## config.mk

```make
export PLATFORM = sky130hd
export DESIGN_NAME = pci_intx_gsi_level_aggregator_flat
export DESIGN_NICKNAME = d
export VERILOG_FILES = /design/src/hdl/intx_pkg.sv /design/src/hdl/intx_if.sv /design/src/hdl/pci_intx_gsi_level_aggregator.sv /design/src/hdl/intx_line_table.sv /design/src/flat_wrapper.sv
export SDC_FILE = /design/constraint.sdc
export NUM_CORES = 1
export LEC_CHECK = 0
export BUFFER_PORTS_ARGS = -buffer_cell sky130_fd_sc_hd__buf_4
export CORE_UTILIZATION = 50
export DETAILED_ROUTE_END_ITERATION = 16
export GPL_ROUTABILITY_DRIVEN = 1
export PLACE_DENSITY_LB_ADDON = 0.3
export SYNTH_ARGS = -nofsm -noshare
export SYNTH_HDL_FRONTEND = slang
export SYNTH_SLANG_ARGS = --single-unit
```

## constraint.sdc

```tcl
create_clock -name clk -period 4.85 [get_ports clk]
set_clock_uncertainty 0.1 [all_clocks]
set_input_delay 0.2425 -clock clk [delete_from_list [all_inputs] [get_ports clk]]
set_output_delay 0.2425 -clock clk [all_outputs]
set_load 0.05 [all_outputs]
```

## src/hdl/intx_pkg.sv

```systemverilog
// ----------------------------------------------------------------------------
// intx_pkg
// Types, constants and the pin to line mapping of the INTx aggregator.
// ----------------------------------------------------------------------------
package intx_pkg;

  localparam int LINE_COUNT    = 32;
  localparam int PINS_PER_LINE = 4;

  typedef logic [4:0] dev_t;
  typedef logic [1:0] pin_t;
  typedef logic [4:0] line_idx_t;
  typedef logic [5:0] line_num_t;
  typedef logic [PINS_PER_LINE-1:0] line_pins_t;

  localparam line_num_t LINE_BASE = 6'd16;

  // request command codes
  localparam logic CMD_ASSERT   = 1'b0;
  localparam logic CMD_DEASSERT = 1'b1;

  // line table outcome for one request
  typedef struct packed {
    logic fire;
    logic level;
  } line_evt_t;

  // ((dev << 2) + (dev >> 3) + pin) mod 32
  function automatic line_idx_t line_index(dev_t dev, pin_t pin);
    line_idx_t sum;
    sum = {dev[2:0], 2'b00} + {3'b000, dev[4:3]} + {3'b000, pin};
    return sum;
  endfunction

  // global line number for a line index
  function automatic line_num_t line_number(line_idx_t idx);
    line_num_t num;
    num = {1'b0, idx} + LINE_BASE;
    return num;
  endfunction

endpackage

```

## src/hdl/intx_if.sv

```systemverilog
// ----------------------------------------------------------------------------
// intx_if
// Valid/ready channels for pin requests and line level changes.
// ----------------------------------------------------------------------------
interface intx_req_if;
  logic                valid;
  logic                ready;
  logic                cmd;
  intx_pkg::dev_t      device_number;
  intx_pkg::pin_t      pin;

  modport source (output valid, cmd, device_number, pin, input ready);
  modport sink   (input valid, cmd, device_number, pin, output ready);
endinterface

interface intx_lvl_if;
  logic                valid;
  logic                ready;
  intx_pkg::line_num_t line_number;
  logic                level;

  modport source (output valid, line_number, level, input ready);
  modport sink   (input valid, line_number, level, output ready);
endinterface

```

## src/hdl/pci_intx_gsi_level_aggregator.sv

```systemverilog
// ----------------------------------------------------------------------------
// pci_intx_gsi_level_aggregator
// Folds PCI INTx pin events into level changes of shared global lines.
// ----------------------------------------------------------------------------
// Usage:
//   in_req  : pin requests (cmd 0 asserts, 1 deasserts; device_number, pin).
//   out_lvl : level changes (line_number 16..47, level 1 raised, 0 lowered).
//   A request that does not change its pin, or that leaves its line's
//   asserted-pin count away from the 0/1 boundary, produces no output.
// Path: an accepted request passes the input register, then the result
//   register, before any level change it causes shows on out_lvl.
// Throughput: one request per cycle while out_lvl is not stalled; the line
//   bitmap is flops, updated by a single read-modify-write as the result loads.
// Reset: synchronous, active low; all pins and lines clear, both channels
//   empty, in_req.ready high in the first cycle after reset.
// Stall: while a level change waits on out_lvl, one more request may sit in
//   the input register; further requests are held off by in_req.ready low.
module pci_intx_gsi_level_aggregator (
  input  logic            clk,
  input  logic            rst_n,
  intx_req_if.sink        in_req,
  intx_lvl_if.source      out_lvl
);

  logic                 in_valid_r;
  logic                 cmd_r;
  intx_pkg::dev_t       dev_r;
  intx_pkg::pin_t       pin_r;
  logic                 out_valid_r;
  intx_pkg::line_num_t  line_num_r;
  logic                 level_r;
  logic                 advance;
  logic                 upd_en;
  intx_pkg::line_idx_t  line_idx;
  intx_pkg::line_evt_t  evt;

  // handshake control
  assign advance       = !out_valid_r || out_lvl.ready;
  assign upd_en        = in_valid_r && advance;
  assign in_req.ready  = !in_valid_r || advance;
  assign line_idx      = intx_pkg::line_index(dev_r, pin_r);

  // input register
  always_ff @(posedge clk) begin
    if (!rst_n) begin
      in_valid_r <= 1'b0;
    end else if (in_req.ready) begin
      in_valid_r <= in_req.valid;
    end
  end

  always_ff @(posedge clk) begin
    if (in_req.ready && in_req.valid) begin
      cmd_r <= in_req.cmd;
      dev_r <= in_req.device_number;
      pin_r <= in_req.pin;
    end
  end

  intx_line_table u_table (
    .clk      (clk),
    .rst_n    (rst_n),
    .upd_en   (upd_en),
    .cmd      (cmd_r),
    .line_idx (line_idx),
    .pin      (pin_r),
    .evt      (evt)
  );

  // result register
  always_ff @(posedge clk) begin
    if (!rst_n) begin
      out_valid_r <= 1'b0;
    end else if (upd_en) begin
      out_valid_r <= evt.fire;
    end else if (out_lvl.ready) begin
      out_valid_r <= 1'b0;
    end
  end

  always_ff @(posedge clk) begin
    if (upd_en && evt.fire) begin
      line_num_r <= intx_pkg::line_number(line_idx);
      level_r    <= evt.level;
    end
  end

  assign out_lvl.valid       = out_valid_r;
  assign out_lvl.line_number = line_num_r;
  assign out_lvl.level       = level_r;

endmodule

```

## src/hdl/intx_line_table.sv

```systemverilog
// ----------------------------------------------------------------------------
// intx_line_table
// Per line pin bitmap; the asserted pin count is the bitmap's population.
// ----------------------------------------------------------------------------
// For a fixed pin the mapping is one to one over devices, so each line has
// exactly one slot per pin code and the pin code picks the bit in the row.
module intx_line_table (
  input  logic                 clk,
  input  logic                 rst_n,
  input  logic                 upd_en,
  input  logic                 cmd,
  input  intx_pkg::line_idx_t  line_idx,
  input  intx_pkg::pin_t       pin,
  output intx_pkg::line_evt_t  evt
);

  intx_pkg::line_pins_t pins_r [intx_pkg::LINE_COUNT];
  intx_pkg::line_pins_t row_cur;
  intx_pkg::line_pins_t row_nxt;
  intx_pkg::line_pins_t pin_sel;

  // read-modify-write of one row
  always_comb begin
    row_cur   = pins_r[line_idx];
    pin_sel   = intx_pkg::line_pins_t'(1) << pin;
    row_nxt   = row_cur;
    evt.fire  = 1'b0;
    evt.level = 1'b0;
    if (cmd == intx_pkg::CMD_ASSERT) begin
      if ((row_cur & pin_sel) == '0) begin
        row_nxt   = row_cur | pin_sel;
        evt.fire  = (row_cur == '0);
        evt.level = 1'b1;
      end
    end else begin
      if ((row_cur & pin_sel) != '0) begin
        row_nxt   = row_cur & ~pin_sel;
        evt.fire  = (row_nxt == '0);
        evt.level = 1'b0;
      end
    end
  end

  // bitmap storage
  always_ff @(posedge clk) begin
    if (!rst_n) begin
      for (int i = 0; i < intx_pkg::LINE_COUNT; i++) begin
        pins_r[i] <= '0;
      end
    end else if (upd_en) begin
      pins_r[line_idx] <= row_nxt;
    end
  end

endmodule

```

## src/flat_wrapper.sv

```systemverilog
// flat-port wrapper written by rule: the top's interface ports become plain ports
module pci_intx_gsi_level_aggregator_flat 
  (clk, rst_n, in_req_valid, in_req_cmd, in_req_device_number, in_req_pin, in_req_ready, out_lvl_valid, out_lvl_line_number, out_lvl_level, out_lvl_ready);
  intx_req_if in_req_i ();
  intx_lvl_if out_lvl_i ();
  input  logic clk;
  input  logic rst_n;
  input wire logic [$bits(in_req_i.valid)-1:0] in_req_valid;
  input wire logic [$bits(in_req_i.cmd)-1:0] in_req_cmd;
  input wire logic [$bits(in_req_i.device_number)-1:0] in_req_device_number;
  input wire logic [$bits(in_req_i.pin)-1:0] in_req_pin;
  output wire logic [$bits(in_req_i.ready)-1:0] in_req_ready;
  output wire logic [$bits(out_lvl_i.valid)-1:0] out_lvl_valid;
  output wire logic [$bits(out_lvl_i.line_number)-1:0] out_lvl_line_number;
  output wire logic [$bits(out_lvl_i.level)-1:0] out_lvl_level;
  input wire logic [$bits(out_lvl_i.ready)-1:0] out_lvl_ready;
  assign in_req_i.valid = in_req_valid;
  assign in_req_i.cmd = in_req_cmd;
  assign in_req_i.device_number = in_req_device_number;
  assign in_req_i.pin = in_req_pin;
  assign in_req_ready = in_req_i.ready;
  assign out_lvl_valid = out_lvl_i.valid;
  assign out_lvl_line_number = out_lvl_i.line_number;
  assign out_lvl_level = out_lvl_i.level;
  assign out_lvl_i.ready = out_lvl_ready;
  pci_intx_gsi_level_aggregator u_core (.clk(clk), .rst_n(rst_n), .in_req(in_req_i), .out_lvl(out_lvl_i));
endmodule
```

==> results of run 1 <==
## power breakdown
| group | total (mW) | switching [mW] | internal [mW] |
|---|---|---|---|
| Sequential | 1.45 | 0.0203 | 1.43 |
| Combinational | 0.476 | 0.289 | 0.187 |
| Clock | 1.39 | 0.519 | 0.866 |
| Total | 3.31 | 0.829 | 2.48 |
## through the flow
step	hold WS (ns)	area (um2)	power, mW	std cells	setup slack [ns]
detailed placement	0.3229	7151	1.936	710	0.3413
global route	0.1198	7873	3.407	751	0.1783
CTS	0.06297	7873	3.318	751	0.3308
finish	0.07775	7873	3.307	751	0.3115
floorplan	0.2414	6731	1.789	522	0.6080
global placement	0.3233	7151	1.931	710	0.3699
## registers in the layout, indices dropped and copies added (netlist names)
register and flops:
u_core.out_lvl.line_number 6, u_core.in_valid_r 1, u_core.out_lvl.level 1, u_core.dev_r 5, u_core.cmd_r 1, u_core.u_table.pins_r 128, u_core.out_lvl.valid 1, u_core.pin_r 2
## cells by family (layout without fill, tap and decap cells)
kind of cell	after synthesis	in the layout	share of synthesized area, %
xor gates and xnor gates	2	2	0.3718
muxes	64	64	14.35
adders and majority gates	3	3	0.6691
and+or+nand+nor	254	254	15.52
AOI/OAI and AO/OA	20	20	2.026
DFF	145	145	64.39
buffers and inverters	34	87	2.677
## metal layers
metal  vias to the layer above  share of wire (%)  track usage (%)
met5                         -                  0                0
met4                         0                3.1            10.02
met3                        29                5.6            4.506
met2                       169                 48            35.26
met1                      2079                 43            29.84
li1                       1975                  -                -
## cell type report
| class | instances | area, um2 |
|---|---|---|
| Inverter | 7 | 28.78 |
| Multi-Input combinational cell | 343 | 2250 |
| Fill cell | 991 | 5318 |
| Clock buffer | 17 | 425.4 |
| Tap cell | 176 | 220.2 |
| Clock inverter | 15 | 206.4 |
| Sequential cell | 145 | 4334 |
| Timing Repair Buffer | 48 | 407.9 |
## worst min-delay path by stage
stage | start | end | slack, ns | cells past startpoint
floorplan | in_req_cmd | u_core.cmd_r | 0.24 | 0
CTS | out_lvl_ready | u_core.out_lvl.valid | 0.06 | 4
global route | out_lvl_ready | u_core.out_lvl.valid | 0.12 | 4
global placement | in_req_device_number[0] | u_core.dev_r[0] | 0.32 | 1
detailed placement | in_req_device_number[1] | u_core.dev_r[1] | 0.32 | 1
finish | out_lvl_ready | u_core.out_lvl.valid | 0.08 | 4
## cells in the mapped netlist, drive strengths merged, types with 2 or more instances
| master | instances |
|---|---|
| nor2b | 4 |
| o21ai | 4 |
| buf | 8 |
| nand3b | 4 |
| clkbuf | 19 |
| nand2 | 75 |
| mux2i | 38 |
| nor2 | 142 |
| ha | 2 |
| inv | 7 |
| mux2 | 2 |
| nor3 | 3 |
| and2 | 3 |
| a21oi | 6 |
| dfxtp | 2 |
| edfxtp | 143 |
| nand3 | 7 |
| xnor2 | 2 |
| mux4 | 24 |
| o211ai | 5 |
| nand2b | 5 |
| nand4 | 9 |
## timing repair
item | 4_1_cts | 5_1_grt
setup endpoints to repair | 0 | 0
hold buffers | 9 | 0
endpoints found under the hold margin | 9 | 0
resized for setup | 0 | 0
## worst reg2reg max path, stage by stage (launching register included)
cell and delay (ns):
edfxtp_1 0.54, fa_4 1.09, buf_12 0.26, mux2i_1 0.14, mux4_1 0.55, o211ai_1 0.11
nand4_1 0.18, mux4_2 0.54, a2111o_1 0.41, a21oi_1 0.16, buf_4 0.17
==> results.cfg, run 1 <==
[drt]
firstDrtPassIters = 7
via_count = 4252
post_drt_wl_per_cell_um = 19.05
ant_nets = 0
via_per_inst = 5.662
drt-initial-drc-count = 448
wl_mm = 14.31
drc = 0

[sta]
drv_slew = 0
period_share_pct = 93.58
tns_ns = 0
rsz0062_at_grt = no
finalSetupViolations = 0
fmax_mhz = 220.3
tightest_slew_ns = 1.018
slew_headroom_pct = 31.90
fin_crit_ns = 4.539
final_hold_viol_count = 0

[min_path]
hp-class = in -> reg

[global_route]
gr-total-overflow = 0
grt_max_degree = 39
grt_pass1_wl_mm = 22.76
grt_pass1_vias = 4146
antenna_found_initial = 0
groute.usage.overall_pct = 22.28

[final_layout]
final_util_pct = 59.69
final_common_cell = edfxtp_1
nets = 577
final_cell_mix = edfxtp_1 (143), nor2_1 (142), nand2_1 (75)
drive_above_1_share_pct = 17.57
n_antenna_cell = 0
synthToLayoutAreaGrowth_pct = 16.95

[cts]
clock_latency_ns = 0.43
cts_made_buffers = 17
h-tree-depth = 4
cts.clk_slew.worst_paths_ns = 0.06
cts_tree = done
clock_path_buffers = 2
cts_setup_buffers = 0
cts_root_buffer = clkbuf_16
clkSinkCount = 145

[synth]
netlist_top_cells_area = edfxtp_1 (64%), nor2_1 (7.9%), mux4_2 (6.0%)
async_reset_ff_share_pct = 0
synth_seq_cells = 145
syn_area_um2 = 6731
yosysUniqueCellTypes = 39
synthCells = 522
synth.net_count = 537
ys.flop_type = edfxtp_1
yosysWarningCount = 0
yosysTopAreaCellShare_pct = 63.79
synth.avg_cell_area_um2 = 12.90
synth_top_area_cell = edfxtp_1
yosysSeqAreaShare_pct = 64.39
synth_edf_count = 143

[setup_path]
slowest_delay_ns = 1.09
r2r_slack_ns = 0.31
cp_top_family = multiplexers
cp.depth = 10
timing.rr.end = u_core.out_lvl.level
ff2ff_path_depth = 10
crit_path_max_fanout = 25
crit_type = reg -> reg
startpoint = u_core.pin_r[1]
endpoint = u_core.out_lvl.level
worstPathCellList = fa_4, buf_12, mux2i_1, mux4_1, o211ai_1, nand4_1, mux4_2, a2111o_1, a21oi_1, buf_4
worst-path-buf-inv = 2
slowest_stage = fa_4
start_kind = flip-flop
end_kind = flip-flop
cp.required_ns = 4.89
r2r-start = u_core.pin_r[1]
worstPathArrival_ns = 4.58

[die]
die_x_um = 118.0
die_y_um = 118.0
io_pins = 21
start_util_pct = 51.03
dieArea_um2 = 13930
core_um2 = 13190
num_rows = 42

[placed_design]
dpl.hpwl_mm = 9.661
globalplace.congestion = 0.8583
port_buffers = 20

[status]
outcome = finished, final reports clean

[power]
max-vdd-ir-drop_uv = 284.7
power.leakage_nw = 2.938
powerDensity_nw_per_um2 = 420.0

[job]
maxCapViolations = 0
No activity file was read; power rests on OpenSTA's default activity.
==> run 2, diff against run 1 <==
--- a/config.mk
+++ b/config.mk
@@ -6,10 +6,12 @@
 export NUM_CORES = 1
 export LEC_CHECK = 0
 export BUFFER_PORTS_ARGS = -buffer_cell sky130_fd_sc_hd__buf_4
-export CORE_UTILIZATION = 50
+export CORE_UTILIZATION = 35
+export CTS_BUF_LIST = sky130_fd_sc_hd__clkbuf_4
 export DETAILED_ROUTE_END_ITERATION = 16
 export GPL_ROUTABILITY_DRIVEN = 1
 export PLACE_DENSITY_LB_ADDON = 0.3
+export SKIP_CTS_REPAIR_TIMING = 1
 export SYNTH_ARGS = -nofsm -noshare
 export SYNTH_HDL_FRONTEND = slang
 export SYNTH_SLANG_ARGS = --single-unit
==> run 2 against run 1 <==
Net effect: die area grew 42%; non-clock buffer count down 2; combinational power about the same; final area is 3.3% lower; core utilization is 19 points lower; critical path type unchanged.
==> results.cfg, run 2 (same netlist as run 1, synthesis figures left out) <==
[status]
outcome = finished, final reports clean

[power]
p_int_mw = 2.015
powerDensity_nw_per_um2 = 364.6
combPwrFrac_pct = 17.1
power.leakage_nw = 2.793
clock_power_share_pct = 30.9
total_power_mw = 2.776
max-vdd-ir-drop_uv = 109.5
switching_share_pct = 27.41
share_seq_of_total_power_pct = 52.0
p_switching_uw = 760.7

[sta]
rsz0062_at_grt = no
period_share_pct = 95.07
tightest_slew_ns = 1.130
finalSetupViolations = 0
final_hold_viol_count = 0
fmax_mhz = 216.9
fin_crit_ns = 4.611
tns_ns = 0
drv_slew = 0
slew_headroom_pct = 24.37

[cts]
cts_tree = done
clock_path_buffers = 2
clkSinkCount = 145
cts_root_buffer = clkbuf_4
h-tree-depth = 4
cts.clk_slew.worst_paths_ns = 0.12
clock_latency_ns = 0.58
cts_made_buffers = 17

[drt]
drc = 0
drt-initial-drc-count = 364
firstDrtPassIters = 6
via_per_inst = 5.287
ant_nets = 0
post_drt_wl_per_cell_um = 18.97
via_count = 4267
wl_mm = 15.31

[job]
maxCapViolations = 0

[final_layout]
final_util_pct = 40.57
fin_area_um2 = 7614
nets = 575
final_cell_mix = edfxtp_1 (143), nor2_1 (142), nand2_1 (75)
seq_area_um2 = 4334
regMostFlops = u_core.u_table.pins_r
multi_input_area_um2 = 2250
largest_reg_flops = 128
drive_above_1_share_pct = 16.78
synthToLayoutAreaGrowth_pct = 13.10
fill_cells = 1744
final_cells = 807
final_common_cell = edfxtp_1

[setup_path]
crit_type = reg -> reg
worstPathCellList = ha_1, fa_4, buf_12, mux2i_1, mux4_1, o211ai_1, nand4_1, mux4_2, a2111o_1, a21oi_1, buf_4
crit_path_max_fanout = 39
slowest_delay_ns = 0.79
slowest_stage = fa_4
worstPathArrival_ns = 4.81
end_kind = flip-flop
cp.required_ns = 5.05
start_kind = flip-flop

[die]
core_um2 = 18770
num_rows = 50
dieArea_um2 = 19790
io_pins = 21
die_x_um = 140.7
start_util_pct = 35.87
die_y_um = 140.7

[global_route]
grt_pass1_vias = 4232
grt_max_degree = 40
groute.usage.overall_pct = 16.17
antenna_found_initial = 1
grt_pass1_wl_mm = 23.43
gr-total-overflow = 0

[placed_design]
port_buffers = 20
dpl.hpwl_mm = 10.25
globalplace.congestion = 0.8089
dpl.cell_count = 764
postPlaceCellArea_um2 = 7181

[min_path]
hp-class = in -> reg
==> run 2: power by group through the flow <==
stage	logic (mW)	clock network, mW	registers [mW]
3_3_place_gp	0.460	0	1.47
4_1_cts	0.469	0.874	1.44
3_5_place_dp	0.468	0	1.47
2_1_floorplan	0.322	0	1.47
5_1_grt	0.507	0.913	1.45
6_report	0.474	0.858	1.44
==> run 2: per-stage QoR <==
stage	worst slack, ns	hold WS [ns]
after floorplan	0.6080	0.2414
after global placement	0.3661	0.3234
after detailed placement	0.2908	0.3218
after CTS	0.2610	-0.3023
after global routing	0.09812	0.06020
final	0.2391	0.08368
==> run 2: routing by layer <==
layer	GRT usage [%]	routed length (um)	vias up
li1	-	-	1976
met1	20.43	6778	2112
met2	26.21	7298	145
met3	3.329	776	34
met4	8.638	455	0
met5	0	0	-
==> run 2: worst paths after layout <==
path,from,to,slack [ns],depth (start not counted)
min reg2reg,u_core.in_valid_r,u_core.out_lvl.valid,0.53,2
max reg2reg,u_core.pin_r[0],u_core.out_lvl.line_number[5],0.24,11
max,u_core.pin_r[0],u_core.out_lvl.line_number[5],0.24,11
min,rst_n,u_core.in_valid_r,0.08,2
==> run 2: cell type report <==
cell class,instances,share of cell area (%)
inverters,7,0.3780
repair buffers,46,5.062
clock inverters,13,2.432
diodes,1,0.03287
clock buffers,18,1.775
multi-input cells,343,29.55
well taps,234,3.846
flip-flops and latches,145,56.93
==> run 2: worst max-delay path, delay by kind of cell, from the launching register on <==
kind                     cells  cell delay [ns]
AO/OA/AOI/OAI                3             0.68
AND/OR/NAND/NOR              1             0.20
flip-flops                   1             0.54
adder cells (fa/ha/maj)      2             1.08
buffers and inverters        2             0.44
multiplexers                 3             1.25
==> run 3, diff against run 2 <==
--- a/config.mk
+++ b/config.mk
@@ -5,6 +5,7 @@
 export SDC_FILE = /design/constraint.sdc
 export NUM_CORES = 1
 export LEC_CHECK = 0
+export ABC_AREA = 1
 export BUFFER_PORTS_ARGS = -buffer_cell sky130_fd_sc_hd__buf_4
 export CORE_UTILIZATION = 35
 export CTS_BUF_LIST = sky130_fd_sc_hd__clkbuf_4
==> run 3 against run 2 <==
Net effect: area after synthesis grew 4.6%; final cell count grew 38%; clock power shrank 7.9%; combinational power grew 5.7%; core utilization shrank 0.62 points; first-iteration DRC count grew 17%.
==> results.cfg, run 3 <==
[die]
dieArea_um2 = 20680
die_y_um = 143.8
die_x_um = 143.8
start_util_pct = 35.93
core_um2 = 19590
num_rows = 51
io_pins = 21

[setup_path]
start_kind = flip-flop
crit_path_max_fanout = 49
worstPathArrival_ns = 3.68
r2r-start = u_core.pin_r[0]
cp.required_ns = 4.97
end_kind = flip-flop
crit_type = reg -> reg
r2r_slack_ns = 1.30
startpoint = u_core.pin_r[0]

[drt]
drt-initial-drc-count = 426
ant_nets = 0
via_per_inst = 4.754
via_count = 5286
drc = 0
firstDrtPassIters = 5
post_drt_wl_per_cell_um = 15.00
wl_mm = 16.68

[synth]
yosysWarningCount = 0
synth.avg_cell_area_um2 = 8.658
synth_seq_cells = 145
synthCells = 813
netlist_top_cells_area = edfxtp_1 (61%), nand2_1 (21%), nor2_1 (7.9%)
yosysSeqAreaShare_pct = 61.57
synth_most_common_cell = nand2_1
syn_area_um2 = 7039
synth_top_area_cell = edfxtp_1
yosysTopAreaCellShare_pct = 61.00
yosys-top-cells-count = nand2_1 (393), nor2_1 (149), edfxtp_1 (143), nand3_1 (36), buf_2 (31)
ys.flop_type = edfxtp_1
yosysUniqueCellTypes = 23
synth_edf_count = 143
async_reset_ff_share_pct = 0
synth.net_count = 828

[cts]
h-tree-depth = 4
clkSinkCount = 145
clock_latency_ns = 0.54
cts.clk_slew.worst_paths_ns = 0.11
clock_path_buffers = 2
cts_tree = done
cts_root_buffer = clkbuf_4
cts_made_buffers = 17

[placed_design]
port_buffers = 20
dpl.hpwl_mm = 10.85
dpl.cell_count = 1069
globalplace.congestion = 0.8255

[final_layout]
final_util_pct = 39.95
multi_input_area_um2 = 2421
final_cells = 1112
final_common_cell = nand2_1
final_cell_mix = nand2_1 (393), nor2_1 (149), edfxtp_1 (143)
largest_reg_flops = 128
synthToLayoutAreaGrowth_pct = 11.18
n_antenna_cell = 0
nets = 849
drive_above_1_share_pct = 8.146
seq_area_um2 = 4334
fill_cells = 1974
regMostFlops = u_core.u_table.pins_r

[min_path]
hp-class = in -> reg
hp-start = rst_n

[sta]
slew_headroom_pct = 33.49
final_hold_viol_count = 0
drv_slew = 0
finalSetupViolations = 0
period_share_pct = 73.27
tns_ns = 0
fin_crit_ns = 3.554
rsz0062_at_grt = no
tightest_slew_ns = 0.9975
hold_ws_ns = 0.1202
fmax_mhz = 281.4

[status]
outcome = finished, final reports clean

[power]
power.leakage_nw = 3.330
powerDensity_nw_per_um2 = 349.0
max-vdd-ir-drop_uv = 142.2

[global_route]
grt_pass1_wl_mm = 26.61
antenna_found_initial = 0
grt_pass1_vias = 5184
grt_max_degree = 68
gr-total-overflow = 0
groute.usage.overall_pct = 17.33

[job]
maxCapViolations = 0
## run 3: power by group
part	switching [mW]	leakage (nW)	internal (mW)	total, mW
Combinational	0.373	1.70	0.128	0.501
Clock	0.430	0.152	0.360	0.790
Sequential	0.0170	1.48	1.42	1.44
Total	0.820	3.33	1.91	2.73
## run 3: worst paths after layout
| kind | endpoint | cells past startpoint |
|---|---|---|
| worst min-delay path | u_core.out_lvl.valid | 3 |
| worst max register to register | u_core.out_lvl.line_number[2] | 19 |
| worst min register to register | u_core.out_lvl.valid | 2 |
| worst max-delay path | u_core.out_lvl.line_number[2] | 19 |
## run 3: cell type report
type	instances	share of cell area (%)
Clock buffer	19	1.823
Clock inverter	13	1.839
Inverter	20	0.9592
Multi-Input combinational cell	605	30.94
Sequential cell	145	55.38
Tap cell	265	4.237
Timing Repair Buffer	45	4.828
## run 3: worst max-delay path: stages, from the launching register on
cell and delay [ns]:
edfxtp_1 0.46, ha_2 0.32, inv_2 0.65, buf_4 0.37, nand2_1 0.08, nand2_1 0.07
nand2_1 0.05, nand2_1 0.10, nand2_1 0.06, nand2_1 0.07, nand2_1 0.07, nand4_1 0.16
nand2_1 0.07, nand2_1 0.09, inv_1 0.04, nand2_1 0.07, nand2_1 0.05, nand2_1 0.07
nand2_1 0.07, inv_1 0.22
## run 3: kinds of logic (layout without fill, tap and decap cells)
group           after synthesis  count (layout)  share of synthesized area [%]
compound gates               12              12                          1.049
xor+xnor                      3               3                         0.4800
fa+ha+maj                     3               3                         0.6398
buf+inv                      63              97                          4.070
flops                       145             145                          61.57
simple gates                587             587                          32.19
## run 3: metal layers
metal  wire length (um)  up-vias  global-route usage (%)
li1                   -     2660                       -
met1               7590     2492                   22.45
met2               8138      119                   28.77
met3                805       15                   4.265
met4                148        0                   4.759
met5                  0        -                       0
## run 3: through the flow
stage          instance area, um2  total power [mW]  setup slack, ns
2_1_floorplan                7039             1.811            1.840
3_5_place_dp                 7430             1.964            1.268
4_1_cts                      7716             2.737            1.240
6_report                     7826             2.731            1.296
5_1_grt                      7826             2.852           0.8195
3_3_place_gp                 7430             1.961            1.311
